**config.mk**
```make
export PLATFORM = sky130hd
export DESIGN_NAME = humidity_sensor_frame_decoder
export DESIGN_NICKNAME = d
export VERILOG_FILES = /design/src/rtl/hsfd_pkg.sv /design/src/rtl/hsfd_frame.sv /design/src/rtl/hsfd_out.sv /design/src/rtl/humidity_sensor_frame_decoder.sv
export SDC_FILE = /design/constraint.sdc
export NUM_CORES = 1
export LEC_CHECK = 0
export BUFFER_PORTS_ARGS = -buffer_cell sky130_fd_sc_hd__buf_2
export CAP_MARGIN = 0
export CELL_PAD_IN_SITES_DETAIL_PLACEMENT = 0
export CELL_PAD_IN_SITES_GLOBAL_PLACEMENT = 2
export CORE_MARGIN = 2
export CORE_UTILIZATION = 39
export DETAILED_ROUTE_END_ITERATION = 8
export PLACE_DENSITY_LB_ADDON = 0.1
export SLEW_MARGIN = 5
export SYNTH_ARGS = -nofsm -noshare
export SYNTH_HDL_FRONTEND = slang
export SYNTH_SLANG_ARGS = --single-unit
```
**constraint.sdc**
```tcl
create_clock -name i_clk -period 3 [get_ports i_clk]
set_input_delay 0.15 -clock i_clk [delete_from_list [all_inputs] [get_ports i_clk]]
set_output_delay 0.15 -clock i_clk [all_outputs]
set_load 0.03 [all_outputs]
```
**src/rtl/hsfd_pkg.sv**
```systemverilog
// package for the humidity sensor frame decoder
// holds status codes, register indexes, the result type and the crc byte update
// no dependencies
`default_nettype none

package hsfd_pkg;

    // frame layout
    localparam int unsigned FRAME_LEN  = 8;
    localparam int unsigned CRC_BYTES  = 6;
    localparam int unsigned FIELD_CNT  = 5;   // bytes 2 to 6 kept in registers
    localparam int unsigned COUNT_W    = 4;
    localparam logic [COUNT_W-1:0] COUNT_MAX = 4'd15;

    // crc constants
    localparam logic [15:0] CRC_INIT = 16'hFFFF;
    localparam logic [15:0] CRC_POLY = 16'hA001;

    // register file
    localparam int unsigned CFG_ADDR_W = 1;
    localparam int unsigned CFG_DATA_W = 8;
    localparam logic [CFG_ADDR_W-1:0] CFG_FUNC_CODE = 1'd0;
    localparam logic [CFG_ADDR_W-1:0] CFG_CRC_EN    = 1'd1;
    localparam logic [7:0] FUNC_CODE_RESET = 8'd3;

    // status codes
    localparam logic [1:0] ST_OK      = 2'd0;
    localparam logic [1:0] ST_BAD_LEN = 2'd1;
    localparam logic [1:0] ST_BAD_FC  = 2'd2;
    localparam logic [1:0] ST_BAD_CRC = 2'd3;

    // stream widths
    localparam int unsigned S_TDATA_W = 8;
    localparam int unsigned M_TDATA_W = 40;

    // one result, status in the lowest bits
    typedef struct packed {
        logic [15:0]        humidity_tenths;
        logic signed [15:0] temperature_tenths;
        logic [1:0]         status;
    } t_result;

    localparam int unsigned RESULT_W = $bits(t_result);

    // reflected crc-16 update over one byte
    function automatic logic [15:0] crc_byte(input logic [15:0] crc_in, input logic [7:0] b);
        logic [15:0] c;
        c = crc_in ^ {8'h00, b};
        for (int k = 0; k < 8; k++) begin
            if (c[0]) begin
                c = (c >> 1) ^ CRC_POLY;
            end else begin
                c = c >> 1;
            end
        end
        return c;
    endfunction

endpackage

`default_nettype wire

```
**src/rtl/hsfd_frame.sv**
```systemverilog
// input stage and frame state of the sensor frame decoder
// tracks byte count, crc, function code check and field bytes; builds the result
// depends on hsfd_pkg
`default_nettype none

module hsfd_frame (
    input  wire logic                  i_clk,
    input  wire logic                  i_rst_n,
    input  wire logic                  i_valid,
    input  wire logic [7:0]            i_byte,
    input  wire logic                  i_last,
    output logic                       o_ready,
    input  wire logic [7:0]            i_func_code,
    input  wire logic                  i_crc_en,
    input  wire logic                  i_out_free,
    output logic                       o_push,
    output hsfd_pkg::t_result          o_result
);

    // input register
    logic       r_s1_valid;
    logic [7:0] r_s1_byte;
    logic       r_s1_last;

    // frame state
    logic [hsfd_pkg::COUNT_W-1:0] r_count;
    logic [hsfd_pkg::COUNT_W-1:0] n_count;
    logic [15:0]                  r_crc;
    logic [15:0]                  n_crc;
    logic                         r_code_ok;
    logic                         n_code_ok;
    logic [7:0]                   r_field [hsfd_pkg::FIELD_CNT];

    logic        adv;
    logic [14:0] mag;
    logic [15:0] rx_crc;

    // the input register moves on unless a last byte waits for a full output
    assign adv     = r_s1_valid && (!r_s1_last || i_out_free);
    assign o_ready = !r_s1_valid || adv;
    assign o_push  = adv && r_s1_last;

    always_ff @(posedge i_clk) begin
        if (!i_rst_n) begin
            r_s1_valid <= 1'b0;
        end else if (o_ready) begin
            r_s1_valid <= i_valid;
        end
    end

    always_ff @(posedge i_clk) begin
        if (o_ready && i_valid) begin
            r_s1_byte <= i_byte;
            r_s1_last <= i_last;
        end
    end

    // per-byte update of count, crc and code check
    always_comb begin
        n_code_ok = r_code_ok;
        n_crc     = r_crc;
        n_count   = r_count;
        if (r_count == '0) begin
            n_code_ok = (r_s1_byte == i_func_code);
        end
        if (r_count < hsfd_pkg::COUNT_W'(hsfd_pkg::CRC_BYTES)) begin
            n_crc = hsfd_pkg::crc_byte(r_crc, r_s1_byte);
        end
        if (r_count != hsfd_pkg::COUNT_MAX) begin
            n_count = r_count + 1'b1;
        end
    end

    // state register, cleared after each frame end
    always_ff @(posedge i_clk) begin
        if (!i_rst_n) begin
            r_count   <= '0;
            r_crc     <= hsfd_pkg::CRC_INIT;
            r_code_ok <= 1'b0;
        end else if (adv) begin
            if (r_s1_last) begin
                r_count   <= '0;
                r_crc     <= hsfd_pkg::CRC_INIT;
                r_code_ok <= 1'b0;
            end else begin
                r_count   <= n_count;
                r_crc     <= n_crc;
                r_code_ok <= n_code_ok;
            end
        end
    end

    // field bytes 2 to 6, each at its own frame position
    for (genvar k = 0; k < hsfd_pkg::FIELD_CNT; k++) begin : g_field
        always_ff @(posedge i_clk) begin
            if (adv && r_count == hsfd_pkg::COUNT_W'(k + 2)) begin
                r_field[k] <= r_s1_byte;
            end
        end
    end

    // result: byte 7 is the byte in the input register
    assign mag    = {r_field[2][6:0], r_field[3]};
    assign rx_crc = {r_s1_byte, r_field[4]};

    always_comb begin
        o_result = '0;
        if (n_count != hsfd_pkg::COUNT_W'(hsfd_pkg::FRAME_LEN)) begin
            o_result.status = hsfd_pkg::ST_BAD_LEN;
        end else if (!n_code_ok) begin
            o_result.status = hsfd_pkg::ST_BAD_FC;
        end else if (i_crc_en && rx_crc != r_crc) begin
            o_result.status = hsfd_pkg::ST_BAD_CRC;
        end else begin
            o_result.status          = hsfd_pkg::ST_OK;
            o_result.humidity_tenths = {r_field[0], r_field[1]};
            if (r_field[2][7]) begin
                o_result.temperature_tenths = 16'sd0 - $signed({1'b0, mag});
            end else begin
                o_result.temperature_tenths = $signed({1'b0, mag});
            end
        end
    end

endmodule

`default_nettype wire

```
**src/rtl/hsfd_out.sv**
```systemverilog
// output register of the sensor frame decoder
// holds one result until the receiver takes it
// depends on hsfd_pkg
`default_nettype none

module hsfd_out (
    input  wire logic                             i_clk,
    input  wire logic                             i_rst_n,
    input  wire logic                             i_push,
    input  wire hsfd_pkg::t_result                i_result,
    output logic                                  o_free,
    output logic                                  o_m_tvalid,
    input  wire logic                             i_m_tready,
    output logic [hsfd_pkg::M_TDATA_W-1:0]        o_m_tdata
);

    logic              r_valid;
    hsfd_pkg::t_result r_data;

    assign o_free = !r_valid || i_m_tready;

    // valid flag
    always_ff @(posedge i_clk) begin
        if (!i_rst_n) begin
            r_valid <= 1'b0;
        end else if (o_free) begin
            r_valid <= i_push;
        end
    end

    // result payload
    always_ff @(posedge i_clk) begin
        if (o_free && i_push) begin
            r_data <= i_result;
        end
    end

    assign o_m_tvalid = r_valid;
    assign o_m_tdata  = {(hsfd_pkg::M_TDATA_W - hsfd_pkg::RESULT_W)'(0), r_data};

endmodule

`default_nettype wire

```
**src/rtl/humidity_sensor_frame_decoder.sv**
```systemverilog
// humidity sensor frame decoder, top level
// holds the config registers and connects hsfd_frame and hsfd_out
// depends on hsfd_pkg, hsfd_frame, hsfd_out
//
// usage
//   slave stream: one response byte per request in tdata, tlast on the frame's
//   last byte. master stream: one result per frame, given on the tlast byte.
//   config: write enable, address (0 function code, 1 crc check enable), data;
//   write only while no frame byte or result is in flight.
// timing
//   one byte accepted every cycle, unless a tlast byte waits for a full output
//   register. a result reaches the master side from its tlast byte as follows:
//   the byte sits in the input register, where the crc byte update and the status
//   checks run, and the result is then loaded into the output register once free.
// reset
//   synchronous, active low: frame state cleared, crc at 0xffff, function code
//   3, crc check on; both valid flags cleared.
// stall
//   a waiting result holds while later non-last bytes keep flowing; a second
//   tlast byte waits in the input register and tready drops until the first
//   result is taken.
`default_nettype none

module humidity_sensor_frame_decoder (
    input  wire logic                                i_clk,
    input  wire logic                                i_rst_n,
    // slave stream
    input  wire logic                                i_s_tvalid,
    output logic                                     o_s_tready,
    input  wire logic [hsfd_pkg::S_TDATA_W-1:0]      i_s_tdata,   // [7:0] data_byte
    input  wire logic                                i_s_tlast,
    // master stream
    output logic                                     o_m_tvalid,
    input  wire logic                                i_m_tready,
    // [1:0] status, [17:2] temperature_tenths, [33:18] humidity_tenths, [39:34] zero
    output logic [hsfd_pkg::M_TDATA_W-1:0]           o_m_tdata,
    // config write port
    input  wire logic                                i_cfg_wr_en,
    input  wire logic [hsfd_pkg::CFG_ADDR_W-1:0]     i_cfg_addr,
    input  wire logic [hsfd_pkg::CFG_DATA_W-1:0]     i_cfg_wdata
);

    logic [7:0]        r_func_code;
    logic              r_crc_en;
    logic              out_free;
    logic              push;
    hsfd_pkg::t_result result;

    // config registers
    always_ff @(posedge i_clk) begin
        if (!i_rst_n) begin
            r_func_code <= hsfd_pkg::FUNC_CODE_RESET;
            r_crc_en    <= 1'b1;
        end else if (i_cfg_wr_en) begin
            unique case (i_cfg_addr)
                hsfd_pkg::CFG_FUNC_CODE: r_func_code <= i_cfg_wdata;
                hsfd_pkg::CFG_CRC_EN:    r_crc_en    <= i_cfg_wdata[0];
                default: ;
            endcase
        end
    end

    hsfd_frame u_frame (
        .i_clk       (i_clk),
        .i_rst_n     (i_rst_n),
        .i_valid     (i_s_tvalid),
        .i_byte      (i_s_tdata),
        .i_last      (i_s_tlast),
        .o_ready     (o_s_tready),
        .i_func_code (r_func_code),
        .i_crc_en    (r_crc_en),
        .i_out_free  (out_free),
        .o_push      (push),
        .o_result    (result)
    );

    hsfd_out u_out (
        .i_clk      (i_clk),
        .i_rst_n    (i_rst_n),
        .i_push     (push),
        .i_result   (result),
        .o_free     (out_free),
        .o_m_tvalid (o_m_tvalid),
        .i_m_tready (i_m_tready),
        .o_m_tdata  (o_m_tdata)
    );

endmodule

`default_nettype wire

```
# Yosys cells after proc, flatten, opt, wreduce, memory -nomap -nowiden
# Memories as Yosys holds them, arrays and structs flattened. A register that Yosys moved wholly into a read port is not among the register bits.
# Index checks and enable logic that the tools add are counted.
# word_totals
regBits	59
latchBits	0
ram_bits	40
romBits	0
in_bits	23
out_inout_bits	42
wordCells	110
memories	1
# op_classes
add_sub_neg	2
multipliers	0
div	0
magnitude_cmp	1
n_eq_ne	9
shift	0
muxes	46
bitwise_logic	12
reduce_logical	27
# mem_list
memory	depth	word_bits	read_ports	rd_clocked_by_memory_dff	write_ports	line	source
u_frame.r_field	5	8	5	2	1	hsfd_frame.sv:32	logic [7:0] r_field [hsfd_pkg::FIELD_CNT];
# ops
op	count
16-bit two-way mux	17
8-bit two-way mux	4
8-bit OR reduction	4
2-bit inverter with 3-bit output	8
1-bit two-way mux	16
16-bit inequality test	1
1-bit by 15-bit subtractor with 16-bit output, first input constant	1
16-bit by 8-bit XOR with 16-bit output	1
15-bit two-way mux	1
4-bit by 3-bit equality test with 1-bit output, second input constant	3
3-bit two-way mux	4
1-bit logical AND	10
4-bit by 2-bit equality test with 1-bit output, second input constant	2
8-bit equality test	1
4-bit two-way mux	2
4-bit inequality test, second input constant	2
2-bit AND reduction	3
4-bit by 1-bit adder with 4-bit output, second input constant	1
4-bit logical NOT	1
4-bit by 3-bit less-than comparator with 1-bit output, second input constant	1
2-bit two-way mux	2
4-bit OR reduction	1
1-bit logical NOT	3
1-bit logical OR	3
3 further kinds	5

# Depth between registers and ports, before layout
# Gate-level depths: netlist (run 1).
# logic_depth
depth_word	26
depth_mapped	9

# By module
# Synthesis (run 1) repeated with hierarchy kept, for this count alone.
# unflattened
cells_unflattened	401
hier_area_um2	5034.8
# by_module_without_submodules
module	instances	cells_each	area_each_um2
hsfd_frame	1	316	3532.1
hsfd_out	1	46	1127.3
humidity_sensor_frame_decoder	1	39	375.4

# Least setup slack after synthesis (run 1)
# OpenSTA, ideal clock, no wires.
# synth_timing
path_kind	reg-to-reg
start	reg u_out.r_valid (netlist: u_out.o_m_tvalid)
end	reg u_frame.r_crc[11]
setup_time_ns	0.058
arrival_ns	2.279
required_ns	2.942
path_slack_ns	0.663
path_stages_with_launch	7
n_path_buf	1
path_cell_list	dfxtp_1 > nor2b_1 > a21boi_1 > and2_1 > nand2b_1 > clkbuf_1 > a221o_2
# synth_between
elab_chain_cells	5
# synth_rtl
item	line	source
start: declaration	hsfd_out.sv:17	logic r_valid;
start signal: assignment	hsfd_out.sv:27	r_valid <= i_push;
1-bit logical NOT	hsfd_out.sv:20	assign o_free = !r_valid || i_m_tready;
1-bit logical OR	hsfd_out.sv:20	
1-bit logical OR	hsfd_frame.sv:39	assign adv = r_s1_valid && (!r_s1_last || i_out_free);
1-bit logical AND	hsfd_frame.sv:39	
2-bit AND reduction (no line)	-	
end signal: assignment	hsfd_frame.sv:78	r_crc <= hsfd_pkg::CRC_INIT;
end signal: assignment	hsfd_frame.sv:83	r_crc <= hsfd_pkg::CRC_INIT;
end signal: assignment	hsfd_frame.sv:87	r_crc <= n_crc;
end: declaration	hsfd_frame.sv:28	logic [15:0] r_crc;
# No other way between the ends.
# A chain may end at the register's enable or synchronous reset.

# Final worst setup path (run 1)
# layout_timing
start	reg u_frame.r_s1_byte[4]
end	reg u_out.r_data (netlist bit u_out.o_m_tdata[6]), data pin
# layout_between
elab_chain_cells	4
# layout_rtl
item	line	source
start: declaration	hsfd_frame.sv:22	logic [7:0] r_s1_byte;
start signal: assignment	hsfd_frame.sv:53	r_s1_byte <= i_byte;
8-bit equality test	hsfd_frame.sv:64	n_code_ok = (r_s1_byte == i_func_code);
1-bit two-way mux	hsfd_frame.sv:63	if (r_count == '0) begin
1-bit inverter (no line)	-	
3-bit OR reduction (no line) (*)	-	
end signal: assignment	hsfd_out.sv:34	r_data <= i_result;
end: declaration	hsfd_out.sv:18	hsfd_pkg::t_result r_data;
# Every way passes the cells marked *; elsewhere a longest branch is shown, timed or not.

==> out/qor.yml, run 1 <==
rows: 41
yosys.area.top_type: "edfxtp_1"
ctsLongestPathBuffers: 2
antennaDiodeCount: 0
yosys.cell_types.count: 51
seqPwrFrac_pct: 44.3
outcome: "complete, no violations"
grt_max_degree: 35
yosysWarnings: 0
worstSetupPathType: "flip-flop to flip-flop"
synth_area_leaders: "edfxtp_1, dfxtp_1, xnor2_1"
ir_drop_v: 0.000273
crit_required_ns: 3.24
cp_slowest_stage_delay_ns: 0.63
syn-cell-area_um2: 4930
layout_commonest_cell: "edfxtp_1"
power_density_nw_per_um2: 664
clock_latency_ns: 0.40
crit_chain: "xnor2_1, nand3_1, o41a_1, nor2_4, nand2_1, nor2_1"
cts_made_buffers: 17
gp_congestion: 0.785
slew_viol_final: 0
overflow: 0
final_hold_viol_count: 0
drc: 0
grt_use_total_pct: 16.4
tightest_slew_ns: 0.905
drt_iter0_markers: 260
slew_headroom_pct: 39.3
clk_pin_slew_ns: 0.05
ys_seq_elements: 115
dieArea_um2: 13600
vias_per_cell: 4.85
r2r_start: "u_frame.r_s1_byte[4]"
pre_cts_ws_ns: 0.425
drive_gt1_share_pct: 20.4
fin_cells: 648
wl_um: 10400
internal_power_mw: 3.18
cp_data_arrival_time_ns: 2.80
tns_ns: 0
ff_latch_area_um2: 3130
syn_inst: 384
crit_path_top_delay_cell: "edfxtp_1"
fp.dieH_um: 116
initial_utilization_pct: 39.6
fin_nets: 494
final_cell_mix: "edfxtp_1, buf_2, xnor2_1"
routedWlPerCell_um: 16.0
end_kind: "flip-flop"
hp-start: "i_cfg_wr_en"
avgSynthCellArea_um2: 12.8
ctsResizeCount: 0
syn_to_final_growth_pct: 24.2
grt_pass1_vias: 3097
multiInputGateArea_um2: 1690
layout_setup_ws_ns: 0.445
swShare_pct: 21.7
fin_util_pct: 49.1
place_hpwl_um: 7120
rsz0062_at_grt: "false"
async_flop_share_pct: 0
ys_seq_area_share_pct: 63.5
fmax_mhz: 391
startpoint_type: "flip-flop"
period_share_pct: 85.2
antenna_left: 0
critPathLaunch: "u_frame.r_s1_byte[4]"
min_path_type: "input pin to flip-flop"
place_area_um2: 5380
fin_worst_skew_ns: 0.0109
synth-main-ff-cell: "edfxtp_1"
h-tree-depth: 4
root_buffer: "clkbuf_16"
leakagePower_nw: 2.27
clockPowerShare_pct: 47.8
synth_top_area_share_pct: 50.5
setup_viol: 0
io_pins: 65
synth_edf_count: 83
period_minus_slack_ns: 2.55
final_area_um2: 6120
core_um2: 12500
first_pass_iters: 4
power_mw: 4.06
place_inst: 602
io_buffer_count: 58
nFillCells: 1125
fp.dieW_um: 116
pwr-share-comb_pct: 8.0
hold_ws_ns: 0.0350
grt_pass1_wl_um: 16400
cts.sinks: 115
antenna_found_initial: 0
critPathMaxFanout: 19
cts_tree: "yes"
cap_violations: 0
vias: 3143
p_switching_mw: 0.882
[power by group through the flow]
stage          Combinational [mW]  Clock (mW)  Sequential (mW)
2_1_floorplan               0.224           0             1.83
3_3_place_gp                0.312           0             1.83
3_5_place_dp                0.308           0             1.83
4_1_cts                     0.327        1.97             1.80
5_1_grt                     0.354        2.05             1.80
6_report                    0.325        1.94             1.80
[what timing repair did]
| action | CTS | global route |
|---|---|---|
| hold buffers | 17 | 0 |
| buffers inserted | 0 | 0 |
| hold endpoints to repair | 18 | 0 |
[synth_stat cells (8+ instances only)]
cell type / number
and3_1: 22
clkbuf_1: 13
dfxtp_1: 32
edfxtp_1: 83
nand2_1: 27
nand2b_1: 8
nand3_1: 8
nor2_1: 22
nor2b_1: 10
o21ai_1: 10
xnor2_1: 37
xor2_1: 17
[critical path, delay by kind of cell (launching register included)]
family	cells	cell delay [ns]
AO/OA/AOI/OAI	1	0.49
XOR/XNOR	1	0.27
flip-flops	1	0.63
AND/OR/NAND/NOR	4	1.00
[sequential cells by signal (all words and copies together), names as in the netlist]
register	cells
u_frame.r_s1_valid	1
r_func_code	8
u_frame.r_code_ok	1
u_frame.r_s1_last	1
u_frame.r_crc	16
u_out.o_m_tdata	18
u_out.o_m_tvalid	1
u_frame.r_count	4
r_crc_en	1
o_m_tdata	16
u_frame.r_field	40
u_frame.r_s1_byte	8
[kinds of logic (layout without fill, tap and decap cells)]
group	after synthesis	after routing	share of synthesized area (%)
mux	3	3	0.609
compound gates	52	52	7.59
xor+xnor	58	58	11.2
flops	115	115	63.5
buf+inv	28	115	2.66
other cells	1	6	0.0760
fa+ha+maj	5	5	1.27
simple gates	122	122	13.0
[metal layers]
metal / GRT usage, % / up-vias / routed length [um]
li1: - / 1543 / -
met1: 21.2 / 1516 / 4790
met2: 26.2 / 75 / 5040
met3: 4.15 / 9 / 421
met4: 7.30 / 0 / 124
met5: 0 / - / 0
[area by class of cell]
class / count / area share [%]
Clock buffer: 17 / 6.95
Clock inverter: 12 / 2.33
Inverter: 6 / 0.368
Multi-Input combinational cell: 246 / 27.5
Sequential cell: 115 / 51.2
Tap cell: 172 / 3.52
Timing Repair Buffer: 80 / 8.13
[path summary, 6_finish.rpt]
path / cells after the start / endpoint / slack [ns]
setup / recovery: 6 / u_out.o_m_tdata[6] / 0.45
hold / removal: 3 / r_crc_en / 0.04
setup reg to reg: 6 / u_out.o_m_tdata[6] / 0.45
hold reg to reg: 2 / r_func_code[4] / 0.48
Power figures use the tool's default switching activity.
==> inputs of run 2 (changes only) <==
--- a/config.mk
+++ b/config.mk
@@ -13,7 +13,9 @@
 export CORE_UTILIZATION = 39
 export DETAILED_ROUTE_END_ITERATION = 8
 export PLACE_DENSITY_LB_ADDON = 0.1
+export RECOVER_POWER = 100
 export SLEW_MARGIN = 5
 export SYNTH_ARGS = -nofsm -noshare
 export SYNTH_HDL_FRONTEND = slang
+export SYNTH_HIERARCHICAL = 1
 export SYNTH_SLANG_ARGS = --single-unit
==> run 2 against run 1 <==
- the run now ends with max-capacitance violations, max-slew violations left
- critical path depth up 1
- wire length up 0.81%
- core utilization down 0.11 points
- total power up 3.3%
- die area up 2.0%
- final cell count up 3.5%
- clock skew about the same
- synthesized area up 2.1%
- largest cell class unchanged
- sequential cell count unchanged
- highest routed layer unchanged
- clock-buffer cell count unchanged
- synthesized cell count up 4.4%
- global-route usage down 0.14 points
==> out/qor.yml, run 2 <==
slew_headroom_pct: -5.00
setup_viol: 0
clk_pin_slew_ns: 0.05
async_flop_share_pct: 0
overflow: 0
yosys.area.top_type: "edfxtp_1"
leakagePower_nw: 2.25
cap_violations: 1
syn-cell-area_um2: 5030
avgSynthCellArea_um2: 12.6
syn_to_final_growth_pct: 22.8
period_minus_slack_ns: 2.55
drt_iter0_markers: 191
synth_area_leaders: "edfxtp_1, dfxtp_1, xnor2_1"
crit_path_top_delay_cell: "and3_1"
period_share_pct: 85.0
startpoint_type: "flip-flop"
place_hpwl_um: 7410
fin_nets: 515
outcome: "complete, but fails checks"
drc: 0
drive_gt1_share_pct: 11.6
crit_chain: "inv_1, ha_1, nor3b_1, nand4_1, o31ai_1, and3_1, and2_0"
min_path_type: "input pin to flip-flop"
final_area_um2: 6180
root_buffer: "clkbuf_16"
tns_ns: 0
core_um2: 12600
crit_required_ns: 3.26
power_density_nw_per_um2: 679
critPathTopFamily: "simple AND/OR/NAND/NOR gates"
vias: 3155
io_pins: 65
h-tree-depth: 4
routedWlPerCell_um: 15.6
initial_utilization_pct: 39.9
tightest_slew_ns: 1.57
final_hold_viol_count: 0
vias_per_cell: 4.70
rows: 41
gp_congestion: 0.798
hold_buffers: 15
place_area_um2: 5500
synth_most_common_cell: "edfxtp_1"
cp_data_arrival_time_ns: 2.81
cp_slowest_stage_delay_ns: 0.51
post-cts-setup-buffers: 0
end_kind: "flip-flop"
crit_buf_inv: 1
antenna_found_initial: 0
syn_inst: 401
cts_made_buffers: 17
fin_worst_skew_ns: 0.0109
ys_top_cells_by_count: "edfxtp_1, xnor2_1, nand2_1"
wl_um: 10500
ctsLongestPathBuffers: 2
antennaDiodeCount: 0
fp.dieH_um: 118
synth-main-ff-cell: "edfxtp_1"
yosysWarnings: 6
cts_tree: "yes"
grt_max_degree: 35
synth_top_area_share_pct: 49.5
power_mw: 4.20
fin_cells: 671
rsz0062_at_grt: "false"
layout_commonest_cell: "edfxtp_1"
dieArea_um2: 13800
cts.sinks: 115
violations: "max-capacitance violations, max-slew violations"
ctsResizeCount: 0
synth_edf_count: 83
ys_seq_elements: 115
antenna_left: 0
clock_latency_ns: 0.41
grt_use_total_pct: 16.3
slew_viol_final: 35
grt_pass1_wl_um: 17100
fmax_mhz: 392
ys_seq_area_share_pct: 62.2
yosys.cell_types.count: 50
fp.dieW_um: 118
worstSetupPathType: "flip-flop to flip-flop"
grt_pass1_vias: 3241
largest-register: "u_frame/r_field"
io_buffer_count: 58
largest_reg_flops: 40
critPathMaxFanout: 16
place_inst: 625
ir_drop_v: 0.000366
first_pass_iters: 4
final_cell_mix: "edfxtp_1, clkbuf_1, xnor2_1"
run 2: cell types whose count changed in the layout (fill, tap and decap cells not counted), sizes merged, moves of 7 or more:
cell,before,now
nand3,8,19
nand2,27,39
and3,22,8
xor2,18,9
clkbuf,17,61
xnor2,38,47
a221o,7,0
and2,3,17
buf,63,20
run 2: area by class of cell:
cell class,instances,area (um^2)
clock buffers,17,425
multi-input cells,263,1760
fillers,1176,6440
clock inverters,14,188
inverters,11,41.3
repair buffers,79,422
flip-flops and latches,115,3130
well taps,172,215
run 2: worst paths after layout:
path	slack, ns	cells past startpoint	to	startpoint
max	0.45	7	u_out/o_m_tdata[22]	u_frame/r_count[0]
min	0.01	3	r_func_code[6]	i_cfg_wdata[6]
max reg2reg	0.45	7	u_out/o_m_tdata[22]	u_frame/r_count[0]
min reg2reg	0.48	2	r_func_code[6]	r_func_code[6]
run 2: logic make-up after synthesis:
logic type / synth area share, %
flip-flops: 62.2
AND/OR/NAND/NOR: 13.9
AO/OA/AOI/OAI: 6.51
adder cells (fa/ha/maj): 1.24
buffers and inverters: 2.81
other: 0.0745
multiplexers: 1.39
XOR/XNOR: 11.9
run 2: metrics by stage:
stage / util (%) / hold WS (ns) / worst slack (ns)
2_1_floorplan: - / 0.249 / 0.972
3_3_place_gp: 43.6 / 0.332 / 0.570
3_5_place_dp: 43.6 / 0.332 / 0.601
4_1_cts: 49.7 / 0.000903 / 0.563
5_1_grt: 49.0 / 0.0117 / 0.182
6_report: 49.0 / 0.0108 / 0.451
run 2: power breakdown:
part	total (mW)	internal [mW]	switching [mW]
Combinational	0.331	0.170	0.162
Sequential	1.80	1.74	0.0572
Clock	2.07	1.38	0.690
Total	4.20	3.29	0.909
run 2: worst min-delay path, stage by stage:
cell and delay (ns):
buf_2 0.09, nand2_1 0.06, mux2i_1 0.06
run 2: per-layer routing:
metal,up-vias,track usage [%],share of wire [%]
li1,1591,-,-
met4,0,5.50,1.0
met5,-,0,0
met1,1499,20.1,47
met2,57,27.2,49
met3,8,4.89,3.0
==> inputs of run 3 (changes only) <==
--- a/config.mk
+++ b/config.mk
@@ -10,7 +10,7 @@
 export CELL_PAD_IN_SITES_DETAIL_PLACEMENT = 0
 export CELL_PAD_IN_SITES_GLOBAL_PLACEMENT = 2
 export CORE_MARGIN = 2
-export CORE_UTILIZATION = 39
+export CORE_UTILIZATION = 35
 export DETAILED_ROUTE_END_ITERATION = 8
 export PLACE_DENSITY_LB_ADDON = 0.1
 export RECOVER_POWER = 100
==> constraint.sdc (replaced) <==
create_clock -name i_clk -period 2.3 [get_ports i_clk]
set_input_delay 0.115 -clock i_clk [delete_from_list [all_inputs] [get_ports i_clk]]
set_output_delay 0.115 -clock i_clk [all_outputs]
set_load 0.03 [all_outputs]
==> run 3 against run 2 <==
- cell area rose by 1.8%
- clock skew fell by 0.0030 ns
- sequential power rose by 30%
- global-route usage fell by 1.1 points
- combinational power rose by 46%
- total power rose by 23%
- clock power rose by 13%
- first-iteration DRC count rose by 7.3%
- critical path depth fell by 2
- wire length rose by 4.0%
- the flow now finishes without violations
==> out/qor.yml, run 3 (same netlist as run 2, synthesis figures left out) <==
outcome: "complete, no violations"
tightest_slew_ns: 0.795
period_minus_slack_ns: 2.19
wl_um: 10900
final_hold_viol_count: 0
syn_to_final_growth_pct: 25.0
largest-register: "u_frame/r_field"
initial_utilization_pct: 36.0
gp_congestion: 0.758
end_kind: "flip-flop"
slew_headroom_pct: 47.0
fin_worst_skew_ns: 0.00788
overflow: 0
pwr-share-comb_pct: 9.4
antenna_left: 0
rows: 43
clk_pin_slew_ns: 0.05
multiInputGateArea_um2: 1790
cts.sinks: 115
grt_pass1_wl_um: 16900
core_um2: 14000
fp.dieW_um: 124
power_density_nw_per_um2: 819
cap_violations: 0
rsz0062_at_grt: "false"
first_pass_iters: 4
swShare_pct: 22.8
fp.dieH_um: 124
fmax_mhz: 456
layout_commonest_cell: "edfxtp_1"
drive_gt1_share_pct: 13.9
antenna_found_initial: 0
routedWlPerCell_um: 15.6
fin_util_pct: 45.0
drt_iter0_markers: 205
clockPowerShare_pct: 45.3
io_pins: 65
root_buffer: "clkbuf_16"
ff_latch_area_um2: 3130
vias: 3240
period_share_pct: 95.3
r2r.worst_path.cells: 5
place_area_um2: 5650
clock_latency_ns: 0.41
startpoint_type: "flip-flop"
tns_ns: 0
nFillCells: 1342
io_buffer_count: 58
leakagePower_nw: 2.32
worstSetupPathType: "flip-flop to flip-flop"
setup_viol: 0
seqPwrFrac_pct: 45.4
power_mw: 5.16
min_path_type: "input pin to flip-flop"
final_cell_mix: "edfxtp_1, clkbuf_1, xnor2_1"
final_area_um2: 6290
cp_data_arrival_time_ns: 2.49
post-cts-setup-buffers: 0
grt_use_total_pct: 15.2
dieArea_um2: 15400
ctsLongestPathBuffers: 2
critPathMaxFanout: 8
internal_power_mw: 3.98
antennaDiodeCount: 0
fin_nets: 533
ir_drop_v: 0.000430
place_hpwl_um: 7770
h-tree-depth: 4
crit_required_ns: 2.60
cts_made_buffers: 17
p_switching_mw: 1.17
drc: 0
largest_reg_flops: 40
slew_viol_final: 0
grt_max_degree: 35
hold_depth: 3
vias_per_cell: 4.64
cts_tree: "yes"
grt_pass1_vias: 3112
[run 3: repair_timing]
item / in CTS / in global routing
hold buffers: 18 / 0
gates resized for setup: 1 / 2
pin swaps: 0 / 0
hold endpoints to repair: 18 / 0
endpoints found under the setup margin: 1 / 33
[run 3: critical path: stages, from the launching register on]
cell      delay, ns
edfxtp_1       0.55
xnor2_2        0.30
xor2_2         0.20
xnor3_1        0.49
xnor3_1        0.36
o32a_1         0.17
[run 3: layout make-up]
class | instances | share of cell area, %
sequential | 115 | 49.8
multi-input combinational | 263 | 28.4
timing repair buffer | 97 | 9.17
clock buffer | 20 | 6.94
tap | 180 | 3.58
clock inverter | 12 | 1.45
inverter | 11 | 0.656
[run 3: metal layers]
layer,track usage (%),share of wire [%]
met5,0,0
met3,3.71,3.9
met2,23.8,47
met1,20.0,47
met4,6.74,1.7
[run 3: final timing paths]
| check | start | to | slack [ns] |
|---|---|---|---|
| setup reg to reg | u_frame/r_s1_byte[2] | u_frame/r_crc[0] | 0.11 |
| setup / recovery | u_frame/r_s1_byte[2] | u_frame/r_crc[0] | 0.11 |
| hold reg to reg | r_func_code[6] | r_func_code[6] | 0.47 |
| hold / removal | i_cfg_wr_en | r_func_code[0] | 0.04 |
[run 3: per-stage QoR]
stage | instances | hold WS (ns) | setup WS (ns)
floorplan | 406 | 0.214 | 0.272
global placement | 648 | 0.294 | 0.0396
detailed placement | 648 | 0.295 | 0.0292
CTS | 698 | 0.00840 | 0.0859
global route | 698 | 0.0601 | 0.00169
finish | 698 | 0.0410 | 0.109
[run 3: power groups by stage]
stage / registers (mW) / clock network, mW / logic [mW]
after detailed placement: 2.38 / 0 / 0.471
after floorplan: 2.39 / 0 / 0.329
after global placement: 2.38 / 0 / 0.475
after global routing: 2.35 / 2.49 / 0.526
after CTS: 2.34 / 2.39 / 0.498
final: 2.34 / 2.33 / 0.484
